$ cat src/hw/rtl/ccrle_pkg.sv
`timescale 1ns / 1ps

package ccrle_pkg;

    // Fixed field widths
    localparam int CLASS_W    = 3;
    localparam int LEN_W      = 13;
    localparam int ROW_W      = 12;
    localparam int LW_W       = 13;
    localparam int CNT_W      = 3;
    localparam int CH_W       = 8;
    localparam int BOX_W      = 48;
    localparam int CFG_IDX_W  = 3;
    localparam int CFG_DATA_W = 48;

    // Defaults for the top-level parameters
    localparam int DEF_MAX_CLUSTERS   = 6;
    localparam int DEF_MAX_LINE_WIDTH = 4096;
    localparam int DEF_RUN_INDEX_BITS = 20;

    localparam logic [LW_W-1:0] LINE_WIDTH_RESET = 13'd640;

    // Configuration register indexes
    localparam logic [CFG_IDX_W-1:0] REG_CLUSTERS   = 3'd0;
    localparam logic [CFG_IDX_W-1:0] REG_LINE_WIDTH = 3'd1;
    localparam logic [CFG_IDX_W-1:0] REG_BOX0       = 3'd2;

    // Depth of the queue between classifier and run builder
    localparam int QUEUE_DEPTH = 4;

    typedef struct packed {
        logic               frame_start;
        logic [CLASS_W-1:0] cls;
    } pix_t;

endpackage

$ cat src/hw/rtl/ccrle_cfg.sv
`timescale 1ns / 1ps

module ccrle_cfg #(
    parameter int MAX_CLUSTERS = ccrle_pkg::DEF_MAX_CLUSTERS
) (
    input  logic                                 clk,
    input  logic                                 rst_n,
    input  logic                                 cfg_valid,
    output logic                                 cfg_ready,
    input  logic [ccrle_pkg::CFG_IDX_W-1:0]      cfg_index,
    input  logic [ccrle_pkg::CFG_DATA_W-1:0]     cfg_data,
    output logic [ccrle_pkg::CNT_W-1:0]          clusters_in_use,
    output logic [ccrle_pkg::LW_W-1:0]           line_width,
    output logic [ccrle_pkg::BOX_W-1:0]          boxes [MAX_CLUSTERS]
);

    logic [ccrle_pkg::CNT_W-1:0] clusters_reg;
    logic [ccrle_pkg::LW_W-1:0]  line_width_reg;
    logic [ccrle_pkg::BOX_W-1:0] box_reg [MAX_CLUSTERS];

    assign cfg_ready       = 1'b1;
    assign clusters_in_use = clusters_reg;
    assign line_width      = line_width_reg;

    always_ff @(posedge clk or negedge rst_n)
    begin
        if (!rst_n)
        begin
            clusters_reg   <= '0;
            line_width_reg <= ccrle_pkg::LINE_WIDTH_RESET;
        end
        else if (cfg_valid)
        begin
            if (cfg_index == ccrle_pkg::REG_CLUSTERS)
                clusters_reg <= cfg_data[ccrle_pkg::CNT_W-1:0];
            if (cfg_index == ccrle_pkg::REG_LINE_WIDTH)
                line_width_reg <= cfg_data[ccrle_pkg::LW_W-1:0];
        end
    end

    // Boxes beyond MAX_CLUSTERS are never checked, so they are not stored
    for (genvar k = 0; k < MAX_CLUSTERS; k++)
    begin : g_box
        always_ff @(posedge clk or negedge rst_n)
        begin
            if (!rst_n)
                box_reg[k] <= '0;
            else if (cfg_valid &&
                     cfg_index == ccrle_pkg::CFG_IDX_W'(int'(ccrle_pkg::REG_BOX0) + k))
                box_reg[k] <= cfg_data[ccrle_pkg::BOX_W-1:0];
        end
        assign boxes[k] = box_reg[k];
    end

endmodule

$ cat src/hw/rtl/ccrle_front.sv
`timescale 1ns / 1ps

module ccrle_front #(
    parameter int MAX_CLUSTERS = ccrle_pkg::DEF_MAX_CLUSTERS
) (
    input  logic                            clk,
    input  logic                            rst_n,
    input  logic                            in_valid,
    output logic                            in_ready,
    input  logic                            frame_start,
    input  logic [ccrle_pkg::CH_W-1:0]      chan_a,
    input  logic [ccrle_pkg::CH_W-1:0]      chan_b,
    input  logic [ccrle_pkg::CH_W-1:0]      chan_c,
    input  logic [ccrle_pkg::CNT_W-1:0]     clusters_in_use,
    input  logic [ccrle_pkg::BOX_W-1:0]     boxes [MAX_CLUSTERS],
    output logic                            push_valid,
    input  logic                            push_ready,
    output ccrle_pkg::pix_t                 push_item
);

    logic                  fr_valid_reg, fr_valid_next;
    ccrle_pkg::pix_t       fr_item_reg;
    logic [MAX_CLUSTERS-1:0] hit;
    logic [ccrle_pkg::CLASS_W-1:0] cls;
    logic                  accept;

    function automatic logic in_range(input logic [7:0] v, input logic [15:0] bounds);
        in_range = (v >= bounds[7:0]) && (v <= bounds[15:8]);
    endfunction

    always_comb
    begin
        for (int k = 0; k < MAX_CLUSTERS; k++)
        begin
            hit[k] = (ccrle_pkg::CNT_W'(k) < clusters_in_use)
                  && in_range(chan_a, boxes[k][15:0])
                  && in_range(chan_b, boxes[k][31:16])
                  && in_range(chan_c, boxes[k][47:32]);
        end
        // lowest-numbered matching cluster wins
        cls = '0;
        for (int k = MAX_CLUSTERS - 1; k >= 0; k--)
        begin
            if (hit[k])
                cls = ccrle_pkg::CLASS_W'(k + 1);
        end
    end

    assign in_ready      = !fr_valid_reg || push_ready;
    assign accept        = in_valid && in_ready;
    assign push_valid    = fr_valid_reg;
    assign push_item     = fr_item_reg;
    assign fr_valid_next = accept || (fr_valid_reg && !push_ready);

    always_ff @(posedge clk or negedge rst_n)
    begin
        if (!rst_n)
            fr_valid_reg <= 1'b0;
        else
            fr_valid_reg <= fr_valid_next;
    end

    always_ff @(posedge clk)
    begin
        if (accept)
        begin
            fr_item_reg.frame_start <= frame_start;
            fr_item_reg.cls         <= cls;
        end
    end

endmodule

$ cat src/hw/rtl/ccrle_queue.sv
`timescale 1ns / 1ps

module ccrle_queue (
    input  logic               clk,
    input  logic               rst_n,
    input  logic               push_valid,
    output logic               push_ready,
    input  ccrle_pkg::pix_t    push_item,
    output logic               pop_valid,
    input  logic               pop,
    output ccrle_pkg::pix_t    pop_item
);

    localparam int DEPTH = ccrle_pkg::QUEUE_DEPTH;
    localparam int PTR_W = $clog2(DEPTH);
    localparam int CNT_W = $clog2(DEPTH + 1);

    ccrle_pkg::pix_t     entry_reg [DEPTH];
    logic [PTR_W-1:0]    wr_ptr_reg, rd_ptr_reg;
    logic [CNT_W-1:0]    count_reg;
    logic                do_push, do_pop;

    assign push_ready = (count_reg != CNT_W'(DEPTH));
    assign pop_valid  = (count_reg != '0);
    assign pop_item   = entry_reg[rd_ptr_reg];
    assign do_push    = push_valid && push_ready;
    assign do_pop     = pop && pop_valid;

    always_ff @(posedge clk or negedge rst_n)
    begin
        if (!rst_n)
        begin
            wr_ptr_reg <= '0;
            rd_ptr_reg <= '0;
            count_reg  <= '0;
        end
        else
        begin
            if (do_push)
                wr_ptr_reg <= (wr_ptr_reg == PTR_W'(DEPTH - 1)) ? '0 : wr_ptr_reg + 1'b1;
            if (do_pop)
                rd_ptr_reg <= (rd_ptr_reg == PTR_W'(DEPTH - 1)) ? '0 : rd_ptr_reg + 1'b1;
            if (do_push && !do_pop)
                count_reg <= count_reg + 1'b1;
            else if (do_pop && !do_push)
                count_reg <= count_reg - 1'b1;
        end
    end

    always_ff @(posedge clk)
    begin
        if (do_push)
            entry_reg[wr_ptr_reg] <= push_item;
    end

endmodule

$ cat src/hw/rtl/ccrle_back.sv
`timescale 1ns / 1ps

module ccrle_back #(
    parameter int MAX_LINE_WIDTH = ccrle_pkg::DEF_MAX_LINE_WIDTH,
    parameter int RUN_INDEX_BITS = ccrle_pkg::DEF_RUN_INDEX_BITS
) (
    input  logic                              clk,
    input  logic                              rst_n,
    input  logic [ccrle_pkg::LW_W-1:0]        line_width,
    input  logic                              head_valid,
    input  ccrle_pkg::pix_t                   head_item,
    output logic                              pop,
    output logic                              out_valid,
    input  logic                              out_ready,
    output logic [ccrle_pkg::CLASS_W-1:0]     run_class,
    output logic [ccrle_pkg::LEN_W-1:0]       run_length,
    output logic [ccrle_pkg::ROW_W-1:0]       run_row,
    output logic [RUN_INDEX_BITS-1:0]         run_index,
    output logic                              run_overflow,
    output logic                              last_of_item
);

    localparam int LW_CAP_I = (MAX_LINE_WIDTH > 8191) ? 8191 : MAX_LINE_WIDTH;
    localparam logic [ccrle_pkg::LW_W-1:0] LW_CAP = ccrle_pkg::LW_W'(LW_CAP_I);
    localparam logic [RUN_INDEX_BITS-1:0]  IDX_TOP = '1;

    logic [ccrle_pkg::LEN_W-1:0]   col_reg;
    logic [ccrle_pkg::ROW_W-1:0]   row_reg;
    logic [ccrle_pkg::CLASS_W-1:0] oc_reg;
    logic [ccrle_pkg::LEN_W-1:0]   ol_reg;
    logic [RUN_INDEX_BITS-1:0]     rc_reg;
    logic                          ov_reg;
    logic                          phase_reg;   // first of two runs already sent
    logic                          out_valid_reg;

    logic [ccrle_pkg::CLASS_W-1:0] cls_reg;
    logic [ccrle_pkg::LEN_W-1:0]   len_reg;
    logic [ccrle_pkg::ROW_W-1:0]   row_out_reg;
    logic [RUN_INDEX_BITS-1:0]     idx_reg;
    logic                          ovf_reg;
    logic                          last_reg;

    logic [ccrle_pkg::LW_W-1:0]    width_eff;
    logic                          fs_eff;
    logic [ccrle_pkg::LEN_W-1:0]   col, col_inc, ol, new_len;
    logic [ccrle_pkg::ROW_W-1:0]   row;
    logic [ccrle_pkg::CLASS_W-1:0] oc, cls;
    logic [RUN_INDEX_BITS-1:0]     rc, rc_step;
    logic                          ov, ov_step;
    logic                          changed, eol, two, emit, fire;

    always_comb
    begin
        if (line_width == '0)
            width_eff = ccrle_pkg::LW_W'(1);
        else if (line_width > LW_CAP)
            width_eff = LW_CAP;
        else
            width_eff = line_width;

        // frame start was already applied during the first of two runs
        fs_eff  = head_item.frame_start && !phase_reg;
        cls     = head_item.cls;
        col     = fs_eff ? '0 : col_reg;
        row     = fs_eff ? '0 : row_reg;
        oc      = fs_eff ? '0 : oc_reg;
        ol      = fs_eff ? '0 : ol_reg;
        rc      = fs_eff ? RUN_INDEX_BITS'(1) : rc_reg;
        ov      = fs_eff ? 1'b0 : ov_reg;

        changed = (ol != '0) && (cls != oc);
        new_len = (ol == '0 || changed) ? ccrle_pkg::LEN_W'(1) : ol + 1'b1;
        col_inc = col + 1'b1;
        eol     = (col_inc >= width_eff);
        two     = changed && eol;
        emit    = changed || eol;

        rc_step = (rc == IDX_TOP) ? IDX_TOP : rc + 1'b1;
        ov_step = ov || (rc == IDX_TOP);

        fire    = head_valid && (!out_valid_reg || out_ready);
    end

    assign pop = fire && !two;

    always_ff @(posedge clk or negedge rst_n)
    begin
        if (!rst_n)
        begin
            col_reg       <= '0;
            row_reg       <= '0;
            oc_reg        <= '0;
            ol_reg        <= '0;
            rc_reg        <= RUN_INDEX_BITS'(1);
            ov_reg        <= 1'b0;
            phase_reg     <= 1'b0;
            out_valid_reg <= 1'b0;
        end
        else if (fire)
        begin
            out_valid_reg <= emit;
            rc_reg        <= emit ? rc_step : rc;
            ov_reg        <= emit ? ov_step : ov;
            if (two)
            begin
                row_reg   <= row;
                col_reg   <= col;
                oc_reg    <= oc;
                ol_reg    <= '0;
                phase_reg <= 1'b1;
            end
            else if (eol)
            begin
                phase_reg <= 1'b0;
                ol_reg    <= '0;
                oc_reg    <= '0;
                col_reg   <= '0;
                row_reg   <= row + 1'b1;
            end
            else
            begin
                phase_reg <= 1'b0;
                row_reg   <= row;
                ol_reg    <= new_len;
                oc_reg    <= cls;
                col_reg   <= col_inc;
            end
        end
        else if (out_ready)
        begin
            out_valid_reg <= 1'b0;
        end
    end

    always_ff @(posedge clk)
    begin
        if (fire && emit)
        begin
            row_out_reg <= row;
            idx_reg     <= rc;
            ovf_reg     <= ov;
            last_reg    <= !two;
            if (changed)
            begin
                cls_reg <= oc;
                len_reg <= ol;
            end
            else
            begin
                cls_reg <= cls;
                len_reg <= new_len;
            end
        end
    end

    assign out_valid    = out_valid_reg;
    assign run_class    = cls_reg;
    assign run_length   = len_reg;
    assign run_row      = row_out_reg;
    assign run_index    = idx_reg;
    assign run_overflow = ovf_reg;
    assign last_of_item = last_reg;

endmodule

$ cat src/hw/rtl/color_class_run_length_encoder.sv
`timescale 1ns / 1ps

// Color-class run-length encoder. Takes one pixel per clock while in_ready is
// high; each pixel is classified against up to MAX_CLUSTERS min/max boxes by
// parallel comparators, queued, and merged into runs that leave on the out
// channel one run per clock while out_ready is high. A pixel that both ends a
// run and ends its row yields two runs and stays at the head of the queue
// until its second run is built. The first run of a pixel passes, in order,
// the classifier register (loaded on the accepting edge), the queue and the output register.
// cfg_ready is always high; write configuration only while idle.
module color_class_run_length_encoder #(
    parameter int MAX_CLUSTERS   = ccrle_pkg::DEF_MAX_CLUSTERS,
    parameter int MAX_LINE_WIDTH = ccrle_pkg::DEF_MAX_LINE_WIDTH,
    parameter int RUN_INDEX_BITS = ccrle_pkg::DEF_RUN_INDEX_BITS
) (
    input  logic                              clk,
    input  logic                              rst_n,
    input  logic                              cfg_valid,
    output logic                              cfg_ready,
    input  logic [ccrle_pkg::CFG_IDX_W-1:0]   cfg_index,
    input  logic [ccrle_pkg::CFG_DATA_W-1:0]  cfg_data,
    input  logic                              in_valid,
    output logic                              in_ready,
    input  logic                              frame_start,
    input  logic [ccrle_pkg::CH_W-1:0]        chan_a,
    input  logic [ccrle_pkg::CH_W-1:0]        chan_b,
    input  logic [ccrle_pkg::CH_W-1:0]        chan_c,
    output logic                              out_valid,
    input  logic                              out_ready,
    output logic [ccrle_pkg::CLASS_W-1:0]     run_class,
    output logic [ccrle_pkg::LEN_W-1:0]       run_length,
    output logic [ccrle_pkg::ROW_W-1:0]       run_row,
    output logic [RUN_INDEX_BITS-1:0]         run_index,
    output logic                              run_overflow,
    output logic                              last_of_item
);

    logic [ccrle_pkg::CNT_W-1:0] clusters_in_use;
    logic [ccrle_pkg::LW_W-1:0]  line_width;
    logic [ccrle_pkg::BOX_W-1:0] boxes [MAX_CLUSTERS];

    logic              push_valid, push_ready;
    ccrle_pkg::pix_t   push_item;
    logic              head_valid, pop;
    ccrle_pkg::pix_t   head_item;

    ccrle_cfg #(
        .MAX_CLUSTERS (MAX_CLUSTERS)
    ) u_cfg (
        .clk             (clk),
        .rst_n           (rst_n),
        .cfg_valid       (cfg_valid),
        .cfg_ready       (cfg_ready),
        .cfg_index       (cfg_index),
        .cfg_data        (cfg_data),
        .clusters_in_use (clusters_in_use),
        .line_width      (line_width),
        .boxes           (boxes)
    );

    ccrle_front #(
        .MAX_CLUSTERS (MAX_CLUSTERS)
    ) u_front (
        .clk             (clk),
        .rst_n           (rst_n),
        .in_valid        (in_valid),
        .in_ready        (in_ready),
        .frame_start     (frame_start),
        .chan_a          (chan_a),
        .chan_b          (chan_b),
        .chan_c          (chan_c),
        .clusters_in_use (clusters_in_use),
        .boxes           (boxes),
        .push_valid      (push_valid),
        .push_ready      (push_ready),
        .push_item       (push_item)
    );

    ccrle_queue u_queue (
        .clk        (clk),
        .rst_n      (rst_n),
        .push_valid (push_valid),
        .push_ready (push_ready),
        .push_item  (push_item),
        .pop_valid  (head_valid),
        .pop        (pop),
        .pop_item   (head_item)
    );

    ccrle_back #(
        .MAX_LINE_WIDTH (MAX_LINE_WIDTH),
        .RUN_INDEX_BITS (RUN_INDEX_BITS)
    ) u_back (
        .clk          (clk),
        .rst_n        (rst_n),
        .line_width   (line_width),
        .head_valid   (head_valid),
        .head_item    (head_item),
        .pop          (pop),
        .out_valid    (out_valid),
        .out_ready    (out_ready),
        .run_class    (run_class),
        .run_length   (run_length),
        .run_row      (run_row),
        .run_index    (run_index),
        .run_overflow (run_overflow),
        .last_of_item (last_of_item)
    );

endmodule

$ cat config.mk
export PLATFORM = sky130hd
export DESIGN_NAME = color_class_run_length_encoder
export DESIGN_NICKNAME = d
export VERILOG_FILES = /design/src/hw/rtl/ccrle_pkg.sv /design/src/hw/rtl/ccrle_cfg.sv /design/src/hw/rtl/ccrle_front.sv /design/src/hw/rtl/ccrle_queue.sv /design/src/hw/rtl/ccrle_back.sv /design/src/hw/rtl/color_class_run_length_encoder.sv
export SDC_FILE = /design/constraint.sdc
export NUM_CORES = 1
export LEC_CHECK = 0
export ABC_AREA = 1
export BUFFER_PORTS_ARGS = -buffer_cell sky130_fd_sc_hd__clkbuf_2
export CORE_MARGIN = 1
export CORE_UTILIZATION = 55
export CTS_BUF_LIST = sky130_fd_sc_hd__clkbuf_8
export DETAILED_ROUTE_END_ITERATION = 8
export GPL_TIMING_DRIVEN = 0
export HOLD_SLACK_MARGIN = 0.15
export PLACE_DENSITY_LB_ADDON = 0.15
export SYNTH_ARGS = -nofsm -noshare
export SYNTH_HDL_FRONTEND = slang
export SYNTH_SLANG_ARGS = --single-unit
$ cat constraint.sdc
create_clock -name clk -period 14.55 [get_ports clk]
set_clock_uncertainty 0.05 [all_clocks]
set_input_delay 1.455 -clock clk [delete_from_list [all_inputs] [get_ports clk]]
set_output_delay 1.455 -clock clk [all_outputs]
set_load 0.05 [all_outputs]
Yosys cells after proc, flatten, opt, wreduce, memory -nomap -nowiden:

Memories as Yosys holds them, arrays and structs flattened.
Index checks and enable logic that the tools add are counted.

* register bits after elaboration: 430
* RAM bits: 16
* input port bits: 81
* memories: 1

Memory list
* u_queue.entry_reg: words 4, width 4, rd ports 1, clocked after Yosys merged registers in 0, wr ports 1, line ccrle_queue.sv:18 `ccrle_pkg::pix_t entry_reg [DEPTH];`

* add/subtract/negate cells: 8
* $lt $le $gt $ge: 44
* equal/unequal tests: 12
* multiplexer cells: 36
* reductions and logical operators: 77

Operator list (number)
* >= comparator 8 bit: 18
* <= comparator 8 bit: 18
* two-way mux 13 bit: 10
* two-way mux 20 bit: 3
* logical AND 1 bit: 54
* two-way mux 12 bit: 3
* two-way mux 3 bit: 9
* adder 13 x 1 -> 13 bit, second input constant: 2
* logical NOT 13 bit: 2
* adder 20 x 1 -> 20 bit, second input constant: 1
* == test 20 bit, second input constant: 1
* >= comparator 13 bit: 1
* greater-than comparator 13 bit, second input constant: 1
* nonzero test 13 bit: 1
* adder 12 x 1 -> 12 bit, second input constant: 1
* == test 3 bit, second input constant: 4
* two-way mux 2 bit: 4
* logical NOT 1 bit: 7
* two-way mux 1 bit: 7
* == test 3 x 2 -> 1 bit, second input constant: 2
* logical OR 1 bit: 6
* < comparator 1 x 3 -> 1 bit, first input constant: 2
* < comparator 2 x 3 -> 1 bit, first input constant: 2
* < comparator 3 bit, first input constant: 2
* 12 further kinds: 16

Logic depth before layout (Yosys ltp):

Gate-level depths: netlist of run 1.

* depth after elaboration: 12
* gate-level depth with buffers: 32

Cells and area by module:

From an unflattened synthesis of run 1, not the netlist that was laid out.

* cells, all modules: 3605
* area, all modules: 27477.6 µm²

Modules (own cells, without submodules)
* ccrle_cfg: times used 1, cells an instance 1322, area an instance 11633.7 µm², seq. area each 7609.8 µm²
* ccrle_front: times used 1, cells an instance 1258, area an instance 7822.5 µm², seq. area each 145.1 µm²
* ccrle_back: times used 1, cells an instance 920, area an instance 6910.4 µm², seq. area each 3104.2 µm²
* ccrle_queue: times used 1, cells an instance 105, area an instance 1111.1 µm², seq. area each 655.6 µm²

Worst setup path before layout of run 1:

Ideal clock, no wire load.

* kind: register to register
* start point: reg u_queue.rd_ptr_reg[0]
* end point: reg u_back.rc_reg[10]
* arrival: 5303 ps
* path slack: 9116 ps
* stages on the path, launching flop included: 29
* cells stage by stage: dfrtp_1 inv_2 buf_6 nand2_1 nand3_1 nand2_2 nand2_4 inv_2 buf_2 buf_2 buf_2 nor2_1 ha_1 nand2_1 nor2_2 nand4_1 and2_1 ha_1 nand2_1 nor4_1 o21ai_0 nand2_1 nor2_1 nand2_2 buf_6 inv_2 nor2_2 nand3_1 nand3_1

* cells in the longest elaborated chain, start to end: 7

RTL lines
* start, declared: line ccrle_queue.sv:19 `logic [PTR_W-1:0] wr_ptr_reg, rd_ptr_reg;`
* start signal, assigned: line ccrle_queue.sv:42 `rd_ptr_reg <= (rd_ptr_reg == PTR_W'(DEPTH - 1)) ? '0 : rd_ptr_reg + 1'b1;`
* memory read (4 x 4 bit) *
* logical AND 1 bit: line ccrle_back.sv:62 `fs_eff = head_item.frame_start && !phase_reg;`
* two-way mux 13 bit (tied with other cells): line ccrle_back.sv:64 `col = fs_eff ? '0 : col_reg;`
* adder 13 x 1 -> 13 bit (tied with other cells): line ccrle_back.sv:73 `col_inc = col + 1'b1;`
* >= comparator 13 bit / logical AND 1 bit (equally long branches): line ccrle_back.sv:74, ccrle_back.sv:71
* logical OR 1 bit: line ccrle_back.sv:76 `emit = changed || eol;`
* two-way mux 20 bit *: line ccrle_back.sv:102 `rc_reg <= emit ? rc_step : rc;`
* end signal, assigned: line ccrle_back.sv:102
* end, declared: line ccrle_back.sv:31 `logic [RUN_INDEX_BITS-1:0] rc_reg;`

Mark *: on every way between the ends. The rest lies on a longest branch, timed or not.
A chain may end at the register's enable or synchronous reset.

Worst setup path after layout of run 1:

* start point: reg u_queue.rd_ptr_reg[0]
* end point: reg u_queue.count_reg[2]

* cells in the longest elaborated chain, start to end: 12

RTL lines
* memory read (4 x 4 bit) *
* logical AND 1 bit: line ccrle_back.sv:62
* two-way mux 13 bit (tied with other cells): line ccrle_back.sv:64
* adder 13 x 1 -> 13 bit (tied with other cells): line ccrle_back.sv:73
* >= comparator 13 bit / logical AND 1 bit (equally long branches): line ccrle_back.sv:74, ccrle_back.sv:71
* logical AND 1 bit *: line ccrle_back.sv:75 `two = changed && eol;`
* logical NOT 1 bit *: line ccrle_back.sv:84 `assign pop = fire && !two;`
* logical AND 1 bit *: line ccrle_back.sv:84
* logical AND 1 bit *: line ccrle_queue.sv:27 `assign do_pop = pop && pop_valid;`
* logical NOT 1 bit: line ccrle_queue.sv:43 `if (do_push && !do_pop)`
* logical AND 1 bit: line ccrle_queue.sv:43
* two-way mux 3 bit / nonzero test 2 bit (equally long branches)
* end signal, assigned: line ccrle_queue.sv:44 `count_reg <= count_reg + 1'b1;`
* end signal, assigned: line ccrle_queue.sv:46 `count_reg <= count_reg - 1'b1;`
* end, declared: line ccrle_queue.sv:20 `logic [CNT_W-1:0] count_reg;`

Marks and branches as above.

==> run summary, run 1 <==
Congestion Overflow GR: 0
critical path fanouts, max: 10
Post-Syn Area: 25900 µm²
commonest non-fill, non-tap cell in the layout: nand2_1
count of different cell masters after synthesis: 48
Critical Path Most Common Cell: nand2_1
Hold Slack: 0.431 ns
DP Area: 27500 µm²
Worst path max stage delay: 0.53 ns
slowest CP cell: dfrtp_1
HP Class: flip-flop to flip-flop
Chip Width: 219 µm
CTS sink cnt: 446
crit start category: flip-flop
Mapped Avg Cell Area: 8.24 µm²
initial antenna violation count: 3
Syn Inst Count: 3144
vias in the first global route: 22000
sequential area share after synthesis: 44.4%
Yosys reg bits: 446
clk buf depth: 3
fin crit period: 5.98 ns
Routed wire per std cell: 17.5 µm
CTS Buf Count: 77
residual DRC count: 0
Placement Rows: 79
Slew headroom: 33.7%
Fin. Hold Viols: 0
max cap viols: 0
1st-iter DRT viols: 1503
CP Class: flip-flop to flip-flop
core area: 46600 µm²
synth-to-layout area growth: 12.3%
clk slew on worst S/H paths: 0.07 ns
share of cells above drive strength 1: 9.09%
Post-synth EDFFs: 70
RSZ-0062 raised after global routing: false
Setup-failing EPs final: 0
Non-Filler Cell Area, Final: 29100 µm²
I/O Pins: 134
post-route ant nets: 0
pre-CTS setup slack: 8.65 ns
1st-pass router iterations: 7
Static Leak: 14.8 nW
CP endpoint kind: flip-flop
met3 usage: 5.09%
Via density: 5.50
ant diodes: 0
run status: completed
Final Slew Violations: 0
met2 Usage GRT: 51.7%
GR Util All Layers: 30.5%
RePlAce Congestion: 0.910
Fmax: 167 MHz
WP data arrival: 6.48 ns
CTS root buf: clkbuf_8
TritonCTS clock tree: built
drt total wl: 70500 µm
pwr/cell area: 171 nW/µm²
Final period util: 41.1%
port bufs: 132
most frequent cells in the layout: 743 x nand2_1, 523 x inv_1, 395 x o21ai_0
PnR worst setup slack: 8.57 ns
GRT met1 Usage: 37.7%
vias after detailed routing: 22200
WP data required: 15.05 ns
Max VDD drop: 0.000214 V
Worst Tran Pin Value: 0.995 ns
utilization after layout: 62.5%
Ys Warns: 0
GRT busiest layer: met2
aggregate negative setup slack: 0 ns
Layout Nets: 3754
global-route wire length before repair: 114000 µm
Net Count, Synth: 3538
Top FF cell, synth: dfrtp_1
H-tree levels: 3
die area: 48000 µm²
hold buffer count at CTS: 0
number of setup buffers added after CTS: 0
Chip Height: 219 µm
max reg flops: 288
Post-DP HPWL: 51300 µm
worst-skew pair later-pin latency: 0.68 ns
Initial Util: 55.7%
fraction of registers with async set/reset: 84.3%
largest net degree at the start of global routing: 83
# resized after CTS: 0
[critical path: cells and delay by family (launching register included)]
family          cells  cell delay [ns]
flops               1             0.53
xor+xnor            1             0.15
buf+inv             8             1.51
fa+ha+maj           4             1.14
compound gates      4             0.47
simple gates       15             1.96
[synth_stat cells (2+ instances only)]
library cell | count | area [µm²]
o2111ai_1 | 15 | 131
clkbuf_1 | 72 | 270
o211ai_1 | 13 | 97.6
nand4_1 | 48 | 300
nor3_2 | 2 | 20.0
o22ai_1 | 10 | 62.6
dfrtp_1 | 373 | 9330
nor3_1 | 11 | 55.1
nand3_2 | 4 | 40.0
o21ai_0 | 395 | 1980
o21ai_2 | 2 | 17.5
o21ai_1 | 17 | 85.1
a21oi_1 | 174 | 871
a211oi_1 | 2 | 15.0
a22oi_1 | 2 | 15.0
nor2_1 | 176 | 661
and3_1 | 2 | 12.5
o21bai_1 | 3 | 22.5
nand2_4 | 2 | 22.5
buf_6 | 6 | 67.6
inv_2 | 6 | 22.5
nand3b_1 | 3 | 22.5
nor3b_1 | 2 | 15.0
dfstp_2 | 3 | 78.8
buf_2 | 8 | 40.0
xnor2_1 | 5 | 43.8
nand2_2 | 4 | 25.0
nor4_1 | 5 | 31.3
ha_1 | 312 | 3900
o21a_1 | 3 | 22.5
nor2_2 | 10 | 62.6
nand3_1 | 100 | 500
buf_1 | 3 | 11.3
xor2_1 | 12 | 105
a31oi_1 | 5 | 31.3
nand2_1 | 743 | 2790
buf_4 | 4 | 30.0
edfxtp_1 | 70 | 2100
and2_1 | 6 | 37.5
inv_1 | 503 | 1890
[per-stage QoR]
| stage | power, mW | instances |
|---|---|---|
| finish | 4.96 | 4030 |
| global route | 5.32 | 4030 |
| CTS | 4.99 | 4030 |
| detailed placement | 3.78 | 3888 |
| global placement | 3.69 | 3883 |
| floorplan | 3.18 | 3144 |
[final timing paths]
path	start	endpoint	depth (start not counted)	slack, ns
worst max-delay path	u_queue.rd_ptr_reg[0]	u_queue.count_reg[2]	32	8.57
worst min register to register	u_cfg.boxes[106]	u_cfg.boxes[106]	2	0.43
worst max register to register	u_queue.rd_ptr_reg[0]	u_queue.count_reg[2]	32	8.57
worst min-delay path	u_cfg.boxes[106]	u_cfg.boxes[106]	2	0.43
min in group asynchronous	rst_n	u_back.ol_reg[8]	1	0.73
max in group asynchronous	rst_n	u_cfg.boxes[235]	3	12.50
[final cells by class]
cell class | instances | area, µm²
sequential | 446 | 11500
clock buffer | 99 | 1360
buffer | 93 | 419
clock inverter | 43 | 249
tap | 607 | 759
fill | 4075 | 17500
timing repair buffer | 137 | 800
inverter | 509 | 1910
multi-input combinational | 2096 | 12100
[where the power goes]
part | internal [mW] | leakage (nW) | switching [mW] | total, mW
registers | 1.62 | 5.42 | 0.145 | 1.77
clock network | 0.648 | 0.913 | 0.541 | 1.19
logic | 0.593 | 8.46 | 1.41 | 2.00
total | 2.86 | 14.8 | 2.10 | 4.96
[routing by layer]
layer  share of wire, %  vias to the layer above
met4                4.8                        6
met5              0.061                        -
li1                   -                    10700
met3                5.6                      202
met1                 41                    10600
met2                 48                      670
[logic make-up after synthesis]
kind of cell / count (synthesis) / synth area share (%)
flip-flops: 446 / 44.4
XOR/XNOR: 17 / 0.575
other: 1 / 0.0145
adder cells (fa/ha/maj): 313 / 15.1
AND/OR/NAND/NOR: 1121 / 17.8
buffers and inverters: 602 / 8.99
AO/OA/AOI/OAI: 644 / 13.0
No activity file was read; power rests on OpenSTA's default activity.
==> run 2, diff against run 1 <==
- ABC_AREA: 1 -> 0
- clock period: 14.55 -> 4.9 ns (I/O delays scaled with it)
==> run 2 against run 1 <==
  * Register-to-register slack lost 8.5 ns
  * Global-route usage shrank 2.0 points
  * Clock-buffer cell count shrank 11
  * Critical path depth shrank 12
  * Sequential cell count is the same
  * Largest cell class unchanged
  * Worst setup slack lost 8.5 ns
  * Critical endpoint is now u_queue.count_reg[1]
  * Synthesized cell count shrank 24%
==> run summary, run 2 <==
run status: completed
Static Leak: 13.7 nW
Max VDD drop: 0.000864 V
WP data arrival: 5.31 ns
Final Slew Violations: 0
Congestion Overflow GR: 0
Worst Tran Pin Value: 1.40 ns
synth-to-layout area growth: 14.9%
max reg flops: 288
Top FF cell, synth: dfrtp_1
Synth top cells by count: 373 x dfrtp_1, 312 x ha_1, 275 x inv_1
residual DRC count: 0
H-tree levels: 3
Net Count, Synth: 2779
DP Area: 26800 µm²
Ys Warns: 0
Syn Inst Count: 2385
Placement Rows: 78
Via density: 5.80
Setup-failing EPs final: 0
worst-skew pair later-pin latency: 0.65 ns
clk slew on worst S/H paths: 0.06 ns
max cap viols: 0
clk buf depth: 3
vias in the first global route: 19500
drt total wl: 64800 µm
core area: 45300 µm²
Post-synth EDFFs: 70
share of cells above drive strength 1: 19.6%
Routed wire per std cell: 19.5 µm
Mapped Avg Cell Area: 10.6 µm²
metal2 WL: 32300 µm
DR top layer: met5
area of the multi-input gates: 12600 µm²
I/O Pins: 134
Final period util: 98.7%
Post-DP HPWL: 45700 µm
Yosys reg bits: 446
crit start category: flip-flop
fin crit period: 4.84 ns
aggregate negative setup slack: 0 ns
fillers: 3718
die area: 46800 µm²
port bufs: 130
Slew headroom: 6.44%
most frequent cells in the layout: 373 x dfrtp_1, 309 x ha_1, 303 x inv_1
largest area contributor in the netlist: dfrtp_1
Fin. Hold Viols: 0
largest cells by area after synthesis: dfrtp_1 37%, ha_1 15%, mux2_2 9.9%
RePlAce Congestion: 0.895
CP endpoint kind: flip-flop
Fmax: 207 MHz
initial antenna violation count: 3
sequential area share after synthesis: 45.6%
most numerous cell in the Yosys netlist: dfrtp_1
count of different cell masters after synthesis: 79
pwr/cell area: 483 nW/µm²
Worst path max stage delay: 0.57 ns
1st-pass router iterations: 6
critical path fanouts, max: 10
WL met1: 27100 µm
TritonCTS clock tree: built
slowest CP cell: mux4_2
crit-path cells: buf_6 -> mux4_2 -> buf_4 -> and2_4 -> buf_6 -> nor3b_4 -> nand4_1 -> nand3_1 -> o21ai_0 -> ha_1 -> a21o_1 -> a211o_1 -> a31o_4 -> a21o_4 -> a21oi_4 -> inv_2 -> ha_2 -> inv_2 -> fa_1 -> mux2_4
HP Class: input pin to flip-flop
Non-Filler Cell Area, Final: 29000 µm²
area share of the largest cell type after synthesis: 37.0%
CTS sink cnt: 446
CTS Buf Count: 79
Initial Util: 55.7%
1st-iter DRT viols: 1268
GR Util All Layers: 28.5%
met3 WL: 2860 µm
Chip Width: 216 µm
WP data required: 5.37 ns
Layout Nets: 3064
post-route ant nets: 0
CTS root buf: clkbuf_8
fraction of registers with async set/reset: 84.3%
global-route wire length before repair: 104000 µm
Post-Syn Area: 25200 µm²
CP Class: flip-flop to flip-flop
sequential cell area: 11500 µm²
Chip Height: 216 µm
commonest non-fill, non-tap cell in the layout: dfrtp_1
vias after detailed routing: 19200
largest net degree at the start of global routing: 112
run 2: changes by cell type after synthesis, sizes merged, moves of 16 or more:
cell,before,now
nand2,749,230
o21ai,414,201
a211oi,2,18
inv,509,275
a21oi,174,122
nor2b,0,31
and2,6,39
nor2,186,61
nand2b,1,17
nand3,104,37
mux2,0,223
and3,2,19
clkbuf,72,46
run 2: per-stage QoR:
step                cells  utilization [%]  hold WS, ns  setup slack, ns  total power, mW
CTS                  3314             64.0        0.161         0.000671             14.1
detailed placement   3118             59.3        0.412           -0.988             10.6
floorplan            2385                -        0.144          -0.0227             9.03
global placement     3115             59.1        0.409            -5.39             10.4
global route         3319             64.1        0.194          -0.0628             14.9
finish               3319             64.1        0.202           0.0650             14.0
run 2: critical path, delay by kind of cell, from the launching register on:
kind	cells	cell delay, ns
flip-flops	1	0.37
multiplexers	2	0.84
buffers and inverters	5	0.56
adder cells (fa/ha/maj)	3	0.90
AND/OR/NAND/NOR	4	0.79
AO/OA/AOI/OAI	6	1.20
run 2: logic make-up after synthesis:
| kind of cell | share of synthesized area [%] |
|---|---|
| xor+xnor | 0.937 |
| flops | 45.6 |
| fa+ha+maj | 15.5 |
| simple gates | 10.8 |
| other cells | 0.0149 |
| buf+inv | 5.19 |
| compound gates | 11.4 |
| mux | 10.5 |
run 2: per-layer routing:
metal,global-route usage (%),vias up
li1,-,9036
met1,34.3,9512
met2,50.2,509
met3,4.53,185
met4,12.4,4
met5,0,-
run 2: final timing paths:
check	from	endpoint	slack (ns)	cells past startpoint
max	u_queue.rd_ptr_reg[0]	u_queue.count_reg[1]	0.06	20
min	out_ready	u_back.out_valid	0.20	3
max reg2reg	u_queue.rd_ptr_reg[0]	u_queue.count_reg[1]	0.06	20
min reg2reg	u_back.ov_reg	u_back.ov_reg	0.43	2
max in group asynchronous	rst_n	u_cfg.boxes[28]	2.85	4
min in group asynchronous	rst_n	u_back.ov_reg	0.42	2
run 2: report_power, final:
group          internal (mW)  leakage, nW  switching (mW)
combinational           1.98         7.57            3.67
sequential              4.80         5.29           0.417
clock                   1.62        0.818            1.52
run 2: cell type report:
| class | instances | area share, % |
|---|---|---|
| Tap cell | 600 | 2.59 |
| Sequential cell | 446 | 39.7 |
| Clock inverter | 41 | 0.600 |
| Timing Repair Buffer | 207 | 4.89 |
| Antenna cell | 1 | 0.00863 |
| Buffer | 63 | 1.15 |
| Multi-Input combinational cell | 1598 | 43.3 |
| Clock buffer | 88 | 4.18 |
| Inverter | 275 | 3.56 |
run 2: what timing repair did:
item | in CTS | in global routing
buffers inserted | 20 | 6
pin swaps | 9 | 11
setup endpoints to repair | 118 | 71
resized for setup | 21 | 9
hold buffers | 48 | 0
hold endpoints to repair | 328 | 0
==> run 3, diff against run 2 <==
- CORE_MARGIN: 1 -> 4
- SLEW_MARGIN: unset -> 20
==> run 3 against run 2 <==
  * Global-route usage fell by 2.0 points
  * Die area rose by 5.6%
  * Fmax rose by 2.1%
  * Largest cell class unchanged
  * Largest power group unchanged
==> run summary, run 3 (synthesis gave the netlist of run 2 again) <==
Chip Height: 222 µm
fillers: 3644
share of cells above drive strength 1: 20.3%
WP data arrival: 5.21 ns
die area: 49400 µm²
Post-DP HPWL: 46000 µm
Routed wire per std cell: 19.6 µm
CTS root buf: clkbuf_8
vias after detailed routing: 19100
1st-iter DRT viols: 1241
Static Leak: 13.8 nW
commonest non-fill, non-tap cell in the layout: dfrtp_1
critical path fanouts, max: 6
Setup-failing EPs final: 0
clk slew on worst S/H paths: 0.06 ns
CTS sink cnt: 446
slowest CP cell: mux4_2
largest net degree at the start of global routing: 89
worst-skew pair later-pin latency: 0.67 ns
CP endpoint kind: flip-flop
total power: 14.3 mW
Congestion Overflow GR: 0
worst setup path endpoint: u_queue.count_reg[1]
most frequent cells in the layout: 373 x dfrtp_1, 309 x ha_1, 293 x inv_1
fin crit period: 4.73 ns
Placement Rows: 78
residual DRC count: 0
H-tree levels: 3
Sw Share: 39.1%
Clock power frac: 24.2%
Chip Width: 222 µm
logic gate share of total power: 39.4%
Pint: 8.71 mW
I/O Pins: 134
Critical Path Most Common Cell: ha_4
vias in the first global route: 19600
Reg2Reg Depth: 21
Via density: 5.74
Final period util: 96.6%
start of the worst register-to-register path: u_queue.rd_ptr_reg[0]
post-route ant nets: 0
max cap viols: 0
CTS Buf Count: 77
Flop pwr share: 36.4%
GR Util All Layers: 26.4%
aggregate negative setup slack: 0 ns
Initial Util: 55.6%
Worst Tran Pin Value: 1.19 ns
Layout Nets: 3061
HP Class: input pin to flip-flop
pwr/cell area: 490 nW/µm²
TritonCTS clock tree: built
max reg flops: 288
1st-pass router iterations: 7
utilization after layout: 64.4%
RR Endpoint: u_queue.count_reg[1]
Fin. Hold Viols: 0
RePlAce Congestion: 0.891
crit start category: flip-flop
initial antenna violation count: 4
Worst path max stage delay: 0.58 ns
run status: completed
global-route wire length before repair: 104000 µm
port bufs: 130
Fmax: 211 MHz
reg2reg setup slack: 0.17 ns
Slew headroom: 20.9%
Crit. Startpoint: u_queue.rd_ptr_reg[0]
clk buf depth: 3
Hold Slack: 0.166 ns
drt total wl: 65000 µm
switching power: 5.60 mW
WP data required: 5.38 ns
CP Class: flip-flop to flip-flop
Max VDD drop: 0.000828 V
core area: 45400 µm²
Final Slew Violations: 0
crit-path cells: buf_6 -> mux4_2 -> nand2_8 -> clkbuf_16 -> and2_4 -> ha_4 -> nand3_4 -> nor2_4 -> nand3_4 -> or3_4 -> a21oi_4 -> ha_4 -> a211o_1 -> a31o_4 -> a21o_4 -> a21oi_4 -> inv_2 -> ha_4 -> inv_2 -> fa_1 -> mux2_2
synth-to-layout area growth: 15.7%
[run 3: cell type report]
cell class | count | area, µm² | share of cell area [%]
Antenna cell | 4 | 10.0 | 0.0343
Inverter | 275 | 1030 | 3.53
Tap cell | 600 | 751 | 2.57
Timing Repair Buffer | 207 | 1430 | 4.91
Clock inverter | 36 | 255 | 0.874
Clock buffer | 94 | 1290 | 4.43
Sequential cell | 446 | 11500 | 39.4
Multi-Input combinational cell | 1598 | 12600 | 43.1
Buffer | 62 | 318 | 1.09
[run 3: metal layers]
layer | global-route usage (%) | vias up | part of all wire [%]
met5 | 0 | - | 0.023
met4 | 12.8 | 2 | 5.0
met3 | 4.25 | 216 | 4.6
met2 | 45.5 | 561 | 49
met1 | 32.6 | 9281 | 41
li1 | - | 9018 | -
[run 3: worst min path at each step]
stage,slack [ns],cells past startpoint,from,end
detailed placement,0.41,2,u_back.ov_reg,u_back.ov_reg
global route,0.18,3,out_ready,u_back.out_valid
floorplan,0.14,0,rst_n,u_back.col_reg[0]
finish,0.17,3,out_ready,u_back.out_valid
global placement,0.41,2,u_back.ov_reg,u_back.ov_reg
CTS,0.15,3,cfg_data[5],u_cfg.boxes[149]
[run 3: power groups by stage]
stage | Sequential, mW | Combinational (mW) | Clock [mW]
4_1_cts | 5.21 | 5.64 | 3.54
6_report | 5.21 | 5.64 | 3.46
3_5_place_dp | 5.28 | 5.35 | 0
2_1_floorplan | 5.96 | 3.07 | 0
3_3_place_gp | 5.26 | 5.15 | 0
5_1_grt | 5.31 | 6.21 | 3.72
[run 3: worst max-delay path, delay by kind of cell (launching register included)]
| family | cells | cell delay, ns |
|---|---|---|
| AO/OA/AOI/OAI | 5 | 1.08 |
| adder cells (fa/ha/maj) | 4 | 0.93 |
| buffers and inverters | 4 | 0.36 |
| flip-flops | 1 | 0.37 |
| multiplexers | 2 | 0.84 |
| AND/OR/NAND/NOR | 6 | 0.98 |
[run 3: what timing repair did]
action / in CTS / in global routing
pin swaps: 9 / 13
endpoints found under the hold margin: 275 / 0
resized for setup: 21 / 13
hold buffers: 45 / 0
endpoints found under the setup margin: 118 / 74
setup buffers: 20 / 8
[run 3: stage by stage]
stage	worst slack (ns)	std cells	cell area, µm²
after floorplan	-0.0227	2385	25300
after global placement	-5.32	3115	26700
after detailed placement	-0.992	3119	26900
after CTS	-0.0313	3313	29100
after global routing	-0.000214	3321	29200
final	0.166	3322	29200
